### src/hw/rtl/lfu_cache_with_lru_tiebreak_macros.svh
// ----------------------------------------------------------------------------
// LFU cache assertion macros
// Concurrent assertion helpers, compiled out when SYNTH is defined.
// ----------------------------------------------------------------------------
`ifndef LFU_CACHE_WITH_LRU_TIEBREAK_MACROS_SVH
`define LFU_CACHE_WITH_LRU_TIEBREAK_MACROS_SVH

`ifndef SYNTH

// same-cycle implication
`define LFU_ASSERT_IMPLY(label, clk, rst_n, ante, cons) \
	label: assert property (@(posedge clk) disable iff (!(rst_n)) (ante) |-> (cons)) \
		else $error("lfu assertion failed");

// next-cycle implication
`define LFU_ASSERT_NEXT(label, clk, rst_n, ante, cons) \
	label: assert property (@(posedge clk) disable iff (!(rst_n)) (ante) |=> (cons)) \
		else $error("lfu assertion failed");

`else

`define LFU_ASSERT_IMPLY(label, clk, rst_n, ante, cons)

`define LFU_ASSERT_NEXT(label, clk, rst_n, ante, cons)

`endif

`endif

### src/hw/rtl/lfu_pkg.sv
`timescale 1ns / 1ps
// ----------------------------------------------------------------------------
// LFU cache package
// Shared constants, beat types and scan control types.
// ----------------------------------------------------------------------------
package lfu_pkg;

	localparam int ENTRIES_DEF = 16;
	localparam int CAP_W       = 5;
	localparam int DATA_W      = 32;

	localparam logic [CAP_W-1:0]  CAP_RESET  = 5'd16;
	localparam logic              OP_GET     = 1'b0;
	localparam logic              OP_PUT     = 1'b1;
	localparam logic [DATA_W-1:0] MISS_VALUE = 32'hFFFF_FFFF;
	localparam logic [DATA_W-1:0] COUNT_MAX  = 32'hFFFF_FFFF;
	localparam logic [DATA_W-1:0] COUNT_ONE  = 32'd1;

	typedef struct packed {
		logic                     opcode;
		logic signed [DATA_W-1:0] lookup_key;
		logic signed [DATA_W-1:0] write_value;
	} req_t;

	typedef struct packed {
		logic                     hit;
		logic signed [DATA_W-1:0] read_value;
		logic                     evicted;
		logic signed [DATA_W-1:0] evicted_key;
	} rsp_t;

	typedef struct packed {
		logic signed [DATA_W-1:0] key;
		logic signed [DATA_W-1:0] value;
		logic        [DATA_W-1:0] use_count;
		logic        [DATA_W-1:0] touch_stamp;
	} entry_t;

	localparam int ENTRY_W = $bits(entry_t);

	typedef struct packed {
		logic clr;  // start of a new lookup
		logic smp;  // read data valid this cycle
		logic vld;  // slot valid bit for the sampled entry
	} scan_ctl_t;

	typedef struct packed {
		logic match;
		logic victim;
		logic free;
	} scan_stat_t;

endpackage

### src/hw/rtl/lfu_ram.sv
`timescale 1ns / 1ps
// ----------------------------------------------------------------------------
// LFU generic RAM
// Single write port, single read port, registered read data.
// ----------------------------------------------------------------------------
module lfu_ram #(
	parameter int WIDTH = 32,
	parameter int DEPTH = 16,
	parameter int AW    = (DEPTH > 1) ? $clog2(DEPTH) : 1
) (
	input  logic             clk,
	input  logic             we,
	input  logic [AW-1:0]    waddr,
	input  logic [WIDTH-1:0] wdata,
	input  logic [AW-1:0]    raddr,
	output logic [WIDTH-1:0] rdata
);

	logic [WIDTH-1:0] mem_q [DEPTH];
	logic [WIDTH-1:0] rdata_q;

	always_ff @(posedge clk) begin
		if (we) begin
			mem_q[waddr] <= wdata;
		end
		rdata_q <= mem_q[raddr];
	end

	assign rdata = rdata_q;

endmodule

### src/hw/rtl/lfu_scan.sv
`timescale 1ns / 1ps
// ----------------------------------------------------------------------------
// LFU scan unit
// Takes one entry per cycle: key match, victim pick, free slot and fill count.
// ----------------------------------------------------------------------------
module lfu_scan #(
	parameter int ENTRIES = lfu_pkg::ENTRIES_DEF,
	parameter int IDX_W   = (ENTRIES > 1) ? $clog2(ENTRIES) : 1,
	parameter int CNT_W   = $clog2(ENTRIES + 1)
) (
	input  logic                      clk,
	input  logic                      arst_n,
	input  lfu_pkg::scan_ctl_t        ctl,
	input  logic [IDX_W-1:0]          idx,
	input  logic signed [31:0]        key,
	input  lfu_pkg::entry_t           entry,
	output lfu_pkg::scan_stat_t       stat,
	output logic [IDX_W-1:0]          match_idx,
	output lfu_pkg::entry_t           match_entry,
	output logic [IDX_W-1:0]          victim_idx,
	output logic signed [31:0]        victim_key,
	output logic [IDX_W-1:0]          free_idx,
	output logic [CNT_W-1:0]          used
);
	import lfu_pkg::*;

	scan_stat_t         stat_q;
	logic [CNT_W-1:0]   used_q;
	logic [IDX_W-1:0]   match_idx_q, victim_idx_q, free_idx_q;
	entry_t             match_entry_q;
	logic [DATA_W-1:0]  best_cnt_q, best_stamp_q;
	logic signed [DATA_W-1:0] victim_key_q;
	logic               take_match, take_victim, take_free;

	// the one comparator set: key equality and (count, stamp) ordering
	always_comb begin
		take_match  = ctl.smp && ctl.vld && !stat_q.match && (entry.key == key);
		take_victim = ctl.smp && ctl.vld && (!stat_q.victim ||
			(entry.use_count < best_cnt_q) ||
			((entry.use_count == best_cnt_q) && (entry.touch_stamp < best_stamp_q)));
		take_free   = ctl.smp && !ctl.vld && !stat_q.free;
	end

	always_ff @(posedge clk or negedge arst_n) begin
		if (!arst_n) begin
			stat_q <= '0;
			used_q <= '0;
		end else if (ctl.clr) begin
			stat_q <= '0;
			used_q <= '0;
		end else begin
			if (take_match)  stat_q.match  <= 1'b1;
			if (take_victim) stat_q.victim <= 1'b1;
			if (take_free)   stat_q.free   <= 1'b1;
			if (ctl.smp && ctl.vld) used_q <= used_q + CNT_W'(1);
		end
	end

	always_ff @(posedge clk) begin
		if (take_match) begin
			match_idx_q   <= idx;
			match_entry_q <= entry;
		end
		if (take_victim) begin
			victim_idx_q <= idx;
			victim_key_q <= entry.key;
			best_cnt_q   <= entry.use_count;
			best_stamp_q <= entry.touch_stamp;
		end
		if (take_free) begin
			free_idx_q <= idx;
		end
	end

	assign stat        = stat_q;
	assign used        = used_q;
	assign match_idx   = match_idx_q;
	assign match_entry = match_entry_q;
	assign victim_idx  = victim_idx_q;
	assign victim_key  = victim_key_q;
	assign free_idx    = free_idx_q;

endmodule

### src/hw/rtl/lfu_cache_with_lru_tiebreak.sv
`timescale 1ns / 1ps
// ----------------------------------------------------------------------------
// LFU cache with LRU tie-break
// Key-value cache, least-frequently-used replacement, oldest touch on ties.
// ----------------------------------------------------------------------------
// Usage:
//  - Request beat: drive req (opcode, lookup_key, write_value) with start high;
//    it is taken on a clock edge where busy is low. busy stays high until the
//    response has been produced.
//  - Response beat: rsp is valid for exactly one cycle while done is high.
//    The receiver cannot hold it off; capture it on that cycle.
//  - Sequence: after the accepting edge the block scans every entry, then
//    decides in ST_DECIDE; done is registered from that state. busy is low
//    in the done cycle, so the next request can be taken at the edge ending it.
//    The scan runs off the entry RAM: one entry is read per cycle through
//    a single read port into one shared match/victim comparator; the read
//    data is registered, then ST_DECIDE decides and writes back.
//  - Capacity register: cfg_data on cfg_valid (cfg_ready is always high).
//    Write it only between requests. Values above ENTRIES act as ENTRIES;
//    zero turns puts into no-ops.
//  - Reset: all slots invalid, stamp counter zero, capacity 16. The entry
//    RAM is not cleared; per-slot valid flops gate every read of it.
// ----------------------------------------------------------------------------
`include "lfu_cache_with_lru_tiebreak_macros.svh"

module lfu_cache_with_lru_tiebreak #(
	parameter int ENTRIES = lfu_pkg::ENTRIES_DEF
) (
	input  logic                      clk,
	input  logic                      arst_n,
	input  logic                      start,
	output logic                      busy,
	input  lfu_pkg::req_t             req,
	output logic                      done,
	output lfu_pkg::rsp_t             rsp,
	input  logic                      cfg_valid,
	output logic                      cfg_ready,
	input  logic [lfu_pkg::CAP_W-1:0] cfg_data
);
	import lfu_pkg::*;

	localparam int IDX_W = (ENTRIES > 1) ? $clog2(ENTRIES) : 1;
	localparam int CNT_W = $clog2(ENTRIES + 1);
	localparam int CMP_W = (CNT_W > CAP_W) ? CNT_W : CAP_W;

	localparam logic [1:0] ST_IDLE   = 2'd0;
	localparam logic [1:0] ST_SCAN   = 2'd1;
	localparam logic [1:0] ST_DECIDE = 2'd2;

	logic [1:0]         state_q, state_d;
	req_t               req_q;
	logic [CAP_W-1:0]   cap_q;
	logic [DATA_W-1:0]  stamp_q;
	logic [ENTRIES-1:0] valid_q;
	logic [CNT_W-1:0]   rd_cnt_q;
	logic               samp_s1;
	logic [IDX_W-1:0]   idx_s1;
	logic               done_q;
	rsp_t               rsp_q, rsp_d;

	logic               accept, rd_issue, last_s1;
	logic               wr_en, ram_we, set_vld;
	logic [IDX_W-1:0]   wr_idx;
	entry_t             wr_entry, rd_entry, bumped;

	scan_ctl_t          sc_ctl;
	scan_stat_t         sc_stat;
	logic [IDX_W-1:0]   match_idx, victim_idx, free_idx;
	entry_t             match_entry;
	logic signed [DATA_W-1:0] victim_key;
	logic [CNT_W-1:0]   used;

	logic [CMP_W-1:0]   cap_ext, cap_lim;
	logic               full, cap_zero;

	assign busy      = (state_q != ST_IDLE);
	assign accept    = start && !busy;
	assign cfg_ready = 1'b1;
	assign rd_issue  = (state_q == ST_SCAN) && (rd_cnt_q != CNT_W'(ENTRIES));
	assign last_s1   = samp_s1 && (idx_s1 == IDX_W'(ENTRIES - 1));

	// ---- capacity clamp and fill check ----
	assign cap_ext  = CMP_W'(cap_q);
	assign cap_lim  = (cap_ext > CMP_W'(ENTRIES)) ? CMP_W'(ENTRIES) : cap_ext;
	assign cap_zero = (cap_q == '0);
	assign full     = (CMP_W'(used) >= cap_lim);

	// ---- sequencer ----
	always_comb begin
		state_d = state_q;
		unique case (state_q)
			ST_IDLE:   if (accept) state_d = ST_SCAN;
			ST_SCAN:   if (last_s1) state_d = ST_DECIDE;
			ST_DECIDE: state_d = ST_IDLE;
			default:   state_d = ST_IDLE;
		endcase
	end

	// ---- decide: response and write-back, all from scan results ----
	always_comb begin
		bumped             = match_entry;
		bumped.use_count   = (match_entry.use_count == COUNT_MAX) ?
			COUNT_MAX : match_entry.use_count + 32'd1;
		bumped.touch_stamp = stamp_q;
		wr_en    = 1'b0;
		set_vld  = 1'b0;
		wr_idx   = match_idx;
		wr_entry = bumped;
		rsp_d    = '0;
		rsp_d.hit = sc_stat.match;
		if (req_q.opcode == OP_GET) begin
			if (sc_stat.match) begin
				rsp_d.read_value = match_entry.value;
				wr_en = 1'b1;
			end else begin
				rsp_d.read_value = MISS_VALUE;
			end
		end else if (!cap_zero) begin
			wr_en = 1'b1;
			if (sc_stat.match) begin
				wr_entry.value = req_q.write_value;
			end else begin
				set_vld  = 1'b1;
				wr_entry = '{key: req_q.lookup_key, value: req_q.write_value,
					use_count: COUNT_ONE, touch_stamp: stamp_q};
				if (full && sc_stat.victim) begin
					// reuse the victim's slot
					wr_idx            = victim_idx;
					rsp_d.evicted     = 1'b1;
					rsp_d.evicted_key = victim_key;
				end else begin
					wr_idx = free_idx;
				end
			end
		end
	end

	assign ram_we = (state_q == ST_DECIDE) && wr_en;

	// ---- control registers ----
	always_ff @(posedge clk or negedge arst_n) begin
		if (!arst_n) begin
			state_q  <= ST_IDLE;
			cap_q    <= CAP_RESET;
			stamp_q  <= '0;
			valid_q  <= '0;
			rd_cnt_q <= '0;
			samp_s1  <= 1'b0;
			done_q   <= 1'b0;
		end else begin
			state_q <= state_d;
			samp_s1 <= rd_issue;
			done_q  <= (state_q == ST_DECIDE);
			if (cfg_valid && cfg_ready) cap_q <= cfg_data;
			if (accept) begin
				rd_cnt_q <= '0;
			end else if (rd_issue) begin
				rd_cnt_q <= rd_cnt_q + CNT_W'(1);
			end
			if (ram_we) begin
				stamp_q <= stamp_q + 32'd1;
				if (set_vld) valid_q[wr_idx] <= 1'b1;
			end
		end
	end

	// ---- payload registers ----
	always_ff @(posedge clk) begin
		if (accept) req_q <= req;
		idx_s1 <= rd_cnt_q[IDX_W-1:0];
		if (state_q == ST_DECIDE) rsp_q <= rsp_d;
	end

	assign done = done_q;
	assign rsp  = rsp_q;

	// ---- entry store ----
	lfu_ram #(
		.WIDTH (ENTRY_W),
		.DEPTH (ENTRIES)
	) u_ram (
		.clk   (clk),
		.we    (ram_we),
		.waddr (wr_idx),
		.wdata (wr_entry),
		.raddr (rd_cnt_q[IDX_W-1:0]),
		.rdata (rd_entry)
	);

	assign sc_ctl = '{clr: accept, smp: samp_s1, vld: valid_q[idx_s1]};

	lfu_scan #(
		.ENTRIES (ENTRIES)
	) u_scan (
		.clk         (clk),
		.arst_n      (arst_n),
		.ctl         (sc_ctl),
		.idx         (idx_s1),
		.key         (req_q.lookup_key),
		.entry       (rd_entry),
		.stat        (sc_stat),
		.match_idx   (match_idx),
		.match_entry (match_entry),
		.victim_idx  (victim_idx),
		.victim_key  (victim_key),
		.free_idx    (free_idx),
		.used        (used)
	);

	// ---- checks ----
	`LFU_ASSERT_NEXT(a_decide_then_done, clk, arst_n, state_q == ST_DECIDE, done)
	`LFU_ASSERT_IMPLY(a_evict_only_on_miss, clk, arst_n, done && rsp.evicted, !rsp.hit)
	`LFU_ASSERT_NEXT(a_accept_goes_busy, clk, arst_n, accept, busy && !done)
	`LFU_ASSERT_NEXT(a_write_bumps_stamp, clk, arst_n, ram_we, stamp_q == $past(stamp_q) + 32'd1)

endmodule
### config.mk
export PLATFORM = sky130hd
export DESIGN_NAME = lfu_cache_with_lru_tiebreak
export DESIGN_NICKNAME = d
export VERILOG_FILES = /design/src/hw/rtl/lfu_pkg.sv /design/src/hw/rtl/lfu_ram.sv /design/src/hw/rtl/lfu_scan.sv /design/src/hw/rtl/lfu_cache_with_lru_tiebreak.sv
export VERILOG_INCLUDE_DIRS = /design/src /design/src/hw/rtl
export SDC_FILE = /design/constraint.sdc
export NUM_CORES = 2
export LEC_CHECK = 0
export BUFFER_PORTS_ARGS = -buffer_cell sky130_fd_sc_hd__buf_2
export CORE_ASPECT_RATIO = 0.9
export CORE_UTILIZATION = 55
export DETAILED_ROUTE_END_ITERATION = 7
export PLACE_DENSITY_LB_ADDON = 0.15
export SYNTH_ARGS = -nofsm -noshare
export SYNTH_HDL_FRONTEND = slang
export SYNTH_SLANG_ARGS = --single-unit
### constraint.sdc
create_clock -name clk -period 14.9 [get_ports clk]
set_input_delay 1.49 -clock clk [delete_from_list [all_inputs] [get_ports clk]]
set_output_delay 1.49 -clock clk [all_outputs]
set_load 0.02 [all_outputs]
==> impl_metrics.env <==
export IMPL_vias=43800
export IMPL_max_freq_mhz=200
export IMPL_whs_ns=0.404
export IMPL_comb_power_share=0.179
export IMPL_synth_compound_area_share=0.0115
export IMPL_whs_path_depth=0
export IMPL_rows=145
export IMPL_ys_flop_type="edfxtp_1"
export IMPL_crit_required_ns=15.38
export IMPL_clk_pin_slew_ns=0.06
export IMPL_power_share_switching=0.250
export IMPL_worst_slew_pin_transition_ns=1.39
export IMPL_fin_crit_ns=5.01
export IMPL_clock_sinks=2585
export IMPL_internal_power_mw=13.7
export IMPL_wl_per_cell_um=29.9
export IMPL_status="finished, final reports clean"
export IMPL_r2r_cells=10
export IMPL_cts_made_buffers=241
export IMPL_hold_start="u_ram.rdata[82]"
export IMPL_vdd_drop_max_v=0.000150
export IMPL_synth_seq_cells=2585
export IMPL_grt_ovfl_total=0
export IMPL_yosysUniqueCellTypes=65
export IMPL_rsz0062_at_grt="false"
export IMPL_grt_pass1_wl_mm=311
export IMPL_seq_power_share=0.468
export IMPL_synth_edff_count=2383
export IMPL_reg2reg_to="u_ram.mem_q[5][5]"
export IMPL_layout_setup_ws_ns=9.89
export IMPL_fillCellCount=11600
export IMPL_cap_violations=0
export IMPL_place_congestion=0.780
export IMPL_fin_nets=4659
export IMPL_crit_type="register to register"
export IMPL_place_hpwl_mm=111
export IMPL_synth_simple_gate_area_frac=0.0170
export IMPL_drc=0
export IMPL_layout_worst_path_cycle_share=0.336
export IMPL_timing_rr_start="cap_ext[4]"
export IMPL_cp_start_kind="register"
export IMPL_syn_num_nets=4364
export IMPL_yosysSeqAreaShare=0.783
export IMPL_setup_tns_final_ns=0
export IMPL_grt_max_degree=147
export IMPL_dpl_cell_count=6618
export IMPL_clock_power_share=0.353
export IMPL_syn_area_per_cell_um2=23.0
export IMPL_synthAdderAreaFrac=0.00942
export IMPL_synthArstFlopShare=0.0271
export IMPL_die_area_um2=178000
export IMPL_io_pins=143
export IMPL_cts_tree="yes"
export IMPL_total_power_mw=18.3
export IMPL_grtUsageTotal=0.241
export IMPL_leakage_nw=34.2
export IMPL_antenna_left=0
export IMPL_dr_pass1_iters=6
export IMPL_grt_pass1_vias=44900
export IMPL_setup_violations=0
export IMPL_power_switching_mw=4.59
export IMPL_hold_buffers=0
export IMPL_hold_path_end="u_scan.match_entry[82]"
export IMPL_finalNonFillerCells=7085
export IMPL_arrival_ns=5.49
export IMPL_synth_area_leaders="edfxtp_1 (74%), mux4_2 (15%), dfxtp_1 (2.7%), dfrtp_1 (1.8%), ha_1 (0.94%)"
export IMPL_yosys_mux_area_fraction=0.159
export IMPL_worst_setup_path_end_kind="register"
export IMPL_skew_ns=0.0666
export IMPL_crit_fanout=49
export IMPL_synth_xor_area_frac=0.00840
export IMPL_pre_cts_slack_ns=9.77
export IMPL_cts_setup_buffers=0
export IMPL_drive_above_1_share=0.293
export IMPL_die_w_um=445
export IMPL_worstHoldPathType="register to register"
export IMPL_first_iter_violations=5126
export IMPL_r2r_slack_ns=9.89
export IMPL_netlist_instances=4217
export IMPL_drv_slew=0
export IMPL_hold_violations=0
export IMPL_cts_resized=0
export IMPL_area_growth_pct=12.7
export IMPL_synth_largest_area_cell="edfxtp_1"
export IMPL_wirelength_mm=212
export IMPL_synth_top_area_share=0.738
export IMPL_place_port_buffers=141
export IMPL_clock_latency_ns=0.87
export IMPL_pwr_density_cell_nw_per_um2=168
export IMPL_synth_top_family_by_area="multiplexers"
export IMPL_slew_headroom=0.0728
export IMPL_cts_root_buf="clkbuf_16"
export IMPL_synth_warnings=0
export IMPL_h_tree_depth=4
export IMPL_coreArea_um2=174000
export IMPL_cts_buffer_depth=3
export IMPL_viasPerCell=6.19
export IMPL_antenna_found_initial=8
export IMPL_syn_cell_area_um2=97000
export IMPL_initial_core_util=0.556
export IMPL_die_y_um=400
==> cell families (layout without fill, tap and decap cells) <==
group                    Yosys count  count (layout)
other                              1               2
buffers and inverters            268             783
AO/OA/AOI/OAI                    163             163
XOR/XNOR                          93              93
multiplexers                     729             729
AND/OR/NAND/NOR                  305             305
adder cells (fa/ha/maj)           73              73
flip-flops                      2585            2585
==> sequential cells by signal (all words and copies together), names as in the netlist, 32 cells and up <==
signal / count
rsp: 66
u_scan.best_stamp_q: 32
stamp_q: 32
u_scan.victim_key: 32
u_scan.match_entry: 96
u_scan.best_cnt_q: 32
u_ram.mem_q: 2048
u_ram.rdata: 128
req_q: 65
==> synthesized netlist by cell type (all sizes together) (2+ instances only) <==
| cell | number |
|---|---|
| dfrtp | 69 |
| mux2 | 72 |
| mux4 | 644 |
| nand4 | 33 |
| edfxtp | 2383 |
| o211ai | 3 |
| inv | 83 |
| ha | 73 |
| mux2i | 13 |
| nor2 | 41 |
| nand3 | 48 |
| buf | 80 |
| o211a | 3 |
| nand2b | 5 |
| nor4 | 11 |
| a311oi | 4 |
| nor3 | 25 |
| a221oi | 2 |
| nor3b | 4 |
| clkbuf | 104 |
| a2111oi | 2 |
| xnor2 | 44 |
| a211oi | 8 |
| and3 | 52 |
| nor2b | 6 |
| xor2 | 49 |
| or2 | 5 |
| o21a | 36 |
| nand3b | 3 |
| o21ai | 15 |
| a31o | 3 |
| dfxtp | 132 |
| and4 | 7 |
| a21o | 25 |
| nand2 | 58 |
| and2 | 3 |
| a21oi | 55 |
==> per-layer routing <==
layer / track usage / share of wire
met5: 0 / 0
met4: 0.0561 / 0.020
met3: 0.0391 / 0.066
met2: 0.378 / 0.48
met1: 0.363 / 0.43
==> cell type report <==
type	instances	area, um^2	share of cell area
inverter	84	315	0.00289
clock inverter	123	1680	0.0154
sequential	2585	76000	0.695
multi-input combinational	1364	20100	0.184
antenna	1	2.50	0.0000229
tap	2352	2940	0.0269
clock buffer	340	6830	0.0625
timing repair buffer	236	1480	0.0136
==> worst max-delay path: stages (launching register included) <==
cell,delay [ns]
dfstp_2,0.57
nor2b_1,0.06
ha_1,0.26
nand2b_1,0.11
a21o_1,0.12
a21o_1,0.22
a21o_2,0.89
a311oi_2,0.38
nor3_2,0.26
buf_4,0.85
buf_4,0.86
==> cell usage in the layout, fill, tap and decap left out, types with 7 or more instances in the layout <==
| master | n |
|---|---|
| nor3_2 | 16 |
| clkbuf_8 | 32 |
| buf_2 | 140 |
| xnor2_1 | 44 |
| and4_1 | 7 |
| nor4_1 | 9 |
| nor2_1 | 40 |
| xor2_1 | 49 |
| ha_1 | 73 |
| a21o_1 | 24 |
| inv_1 | 83 |
| o21a_1 | 33 |
| bufinv_16 | 35 |
| nand2_1 | 58 |
| nor3_1 | 9 |
| o21ai_0 | 15 |
| nand4_1 | 32 |
| a211oi_1 | 7 |
| dfxtp_1 | 132 |
| buf_4 | 91 |
| mux2_2 | 72 |
| clkbuf_16 | 246 |
| clkinv_2 | 48 |
| a21oi_1 | 52 |
| and3_1 | 50 |
| nand3_1 | 47 |
| edfxtp_1 | 2383 |
| clkinvlp_4 | 11 |
| mux2i_1 | 13 |
| dfrtp_1 | 65 |
| clkinv_1 | 15 |
| mux4_2 | 644 |
| clkbuf_1 | 62 |
==> power groups by stage <==
stage	Sequential, mW	Clock [mW]	Combinational [mW]
after floorplan	8.53	0	2.59
after global placement	8.73	0	3.33
after detailed placement	8.74	0	3.34
after CTS	8.58	6.57	3.35
after global routing	8.61	6.86	3.50
final	8.58	6.47	3.28
==> stage by stage <==
stage / util / area, um^2
5_1_grt: 0.627 / 109000
6_report: 0.627 / 109000
3_3_place_gp: 0.578 / 101000
3_5_place_dp: 0.578 / 101000
4_1_cts: 0.627 / 109000
2_1_floorplan: - / 97000
==> how the worst max path moves through the flow <==
| stage | slack [ns] | start | to |
|---|---|---|---|
| 2_1_floorplan | 1.18 | state_q[0] | u_ram.mem_q[10][0] |
| 3_3_place_gp | 9.85 | cap_ext[4] | u_ram.mem_q[0][114] |
| 3_5_place_dp | 9.77 | cap_ext[4] | u_ram.mem_q[0][119] |
| 4_1_cts | 9.75 | cap_ext[4] | u_ram.mem_q[0][123] |
| 5_1_grt | 9.63 | cap_ext[4] | u_ram.mem_q[0][123] |
| 6_report | 9.89 | cap_ext[4] | u_ram.mem_q[5][5] |
No activity file was read; power rests on OpenSTA's default activity.
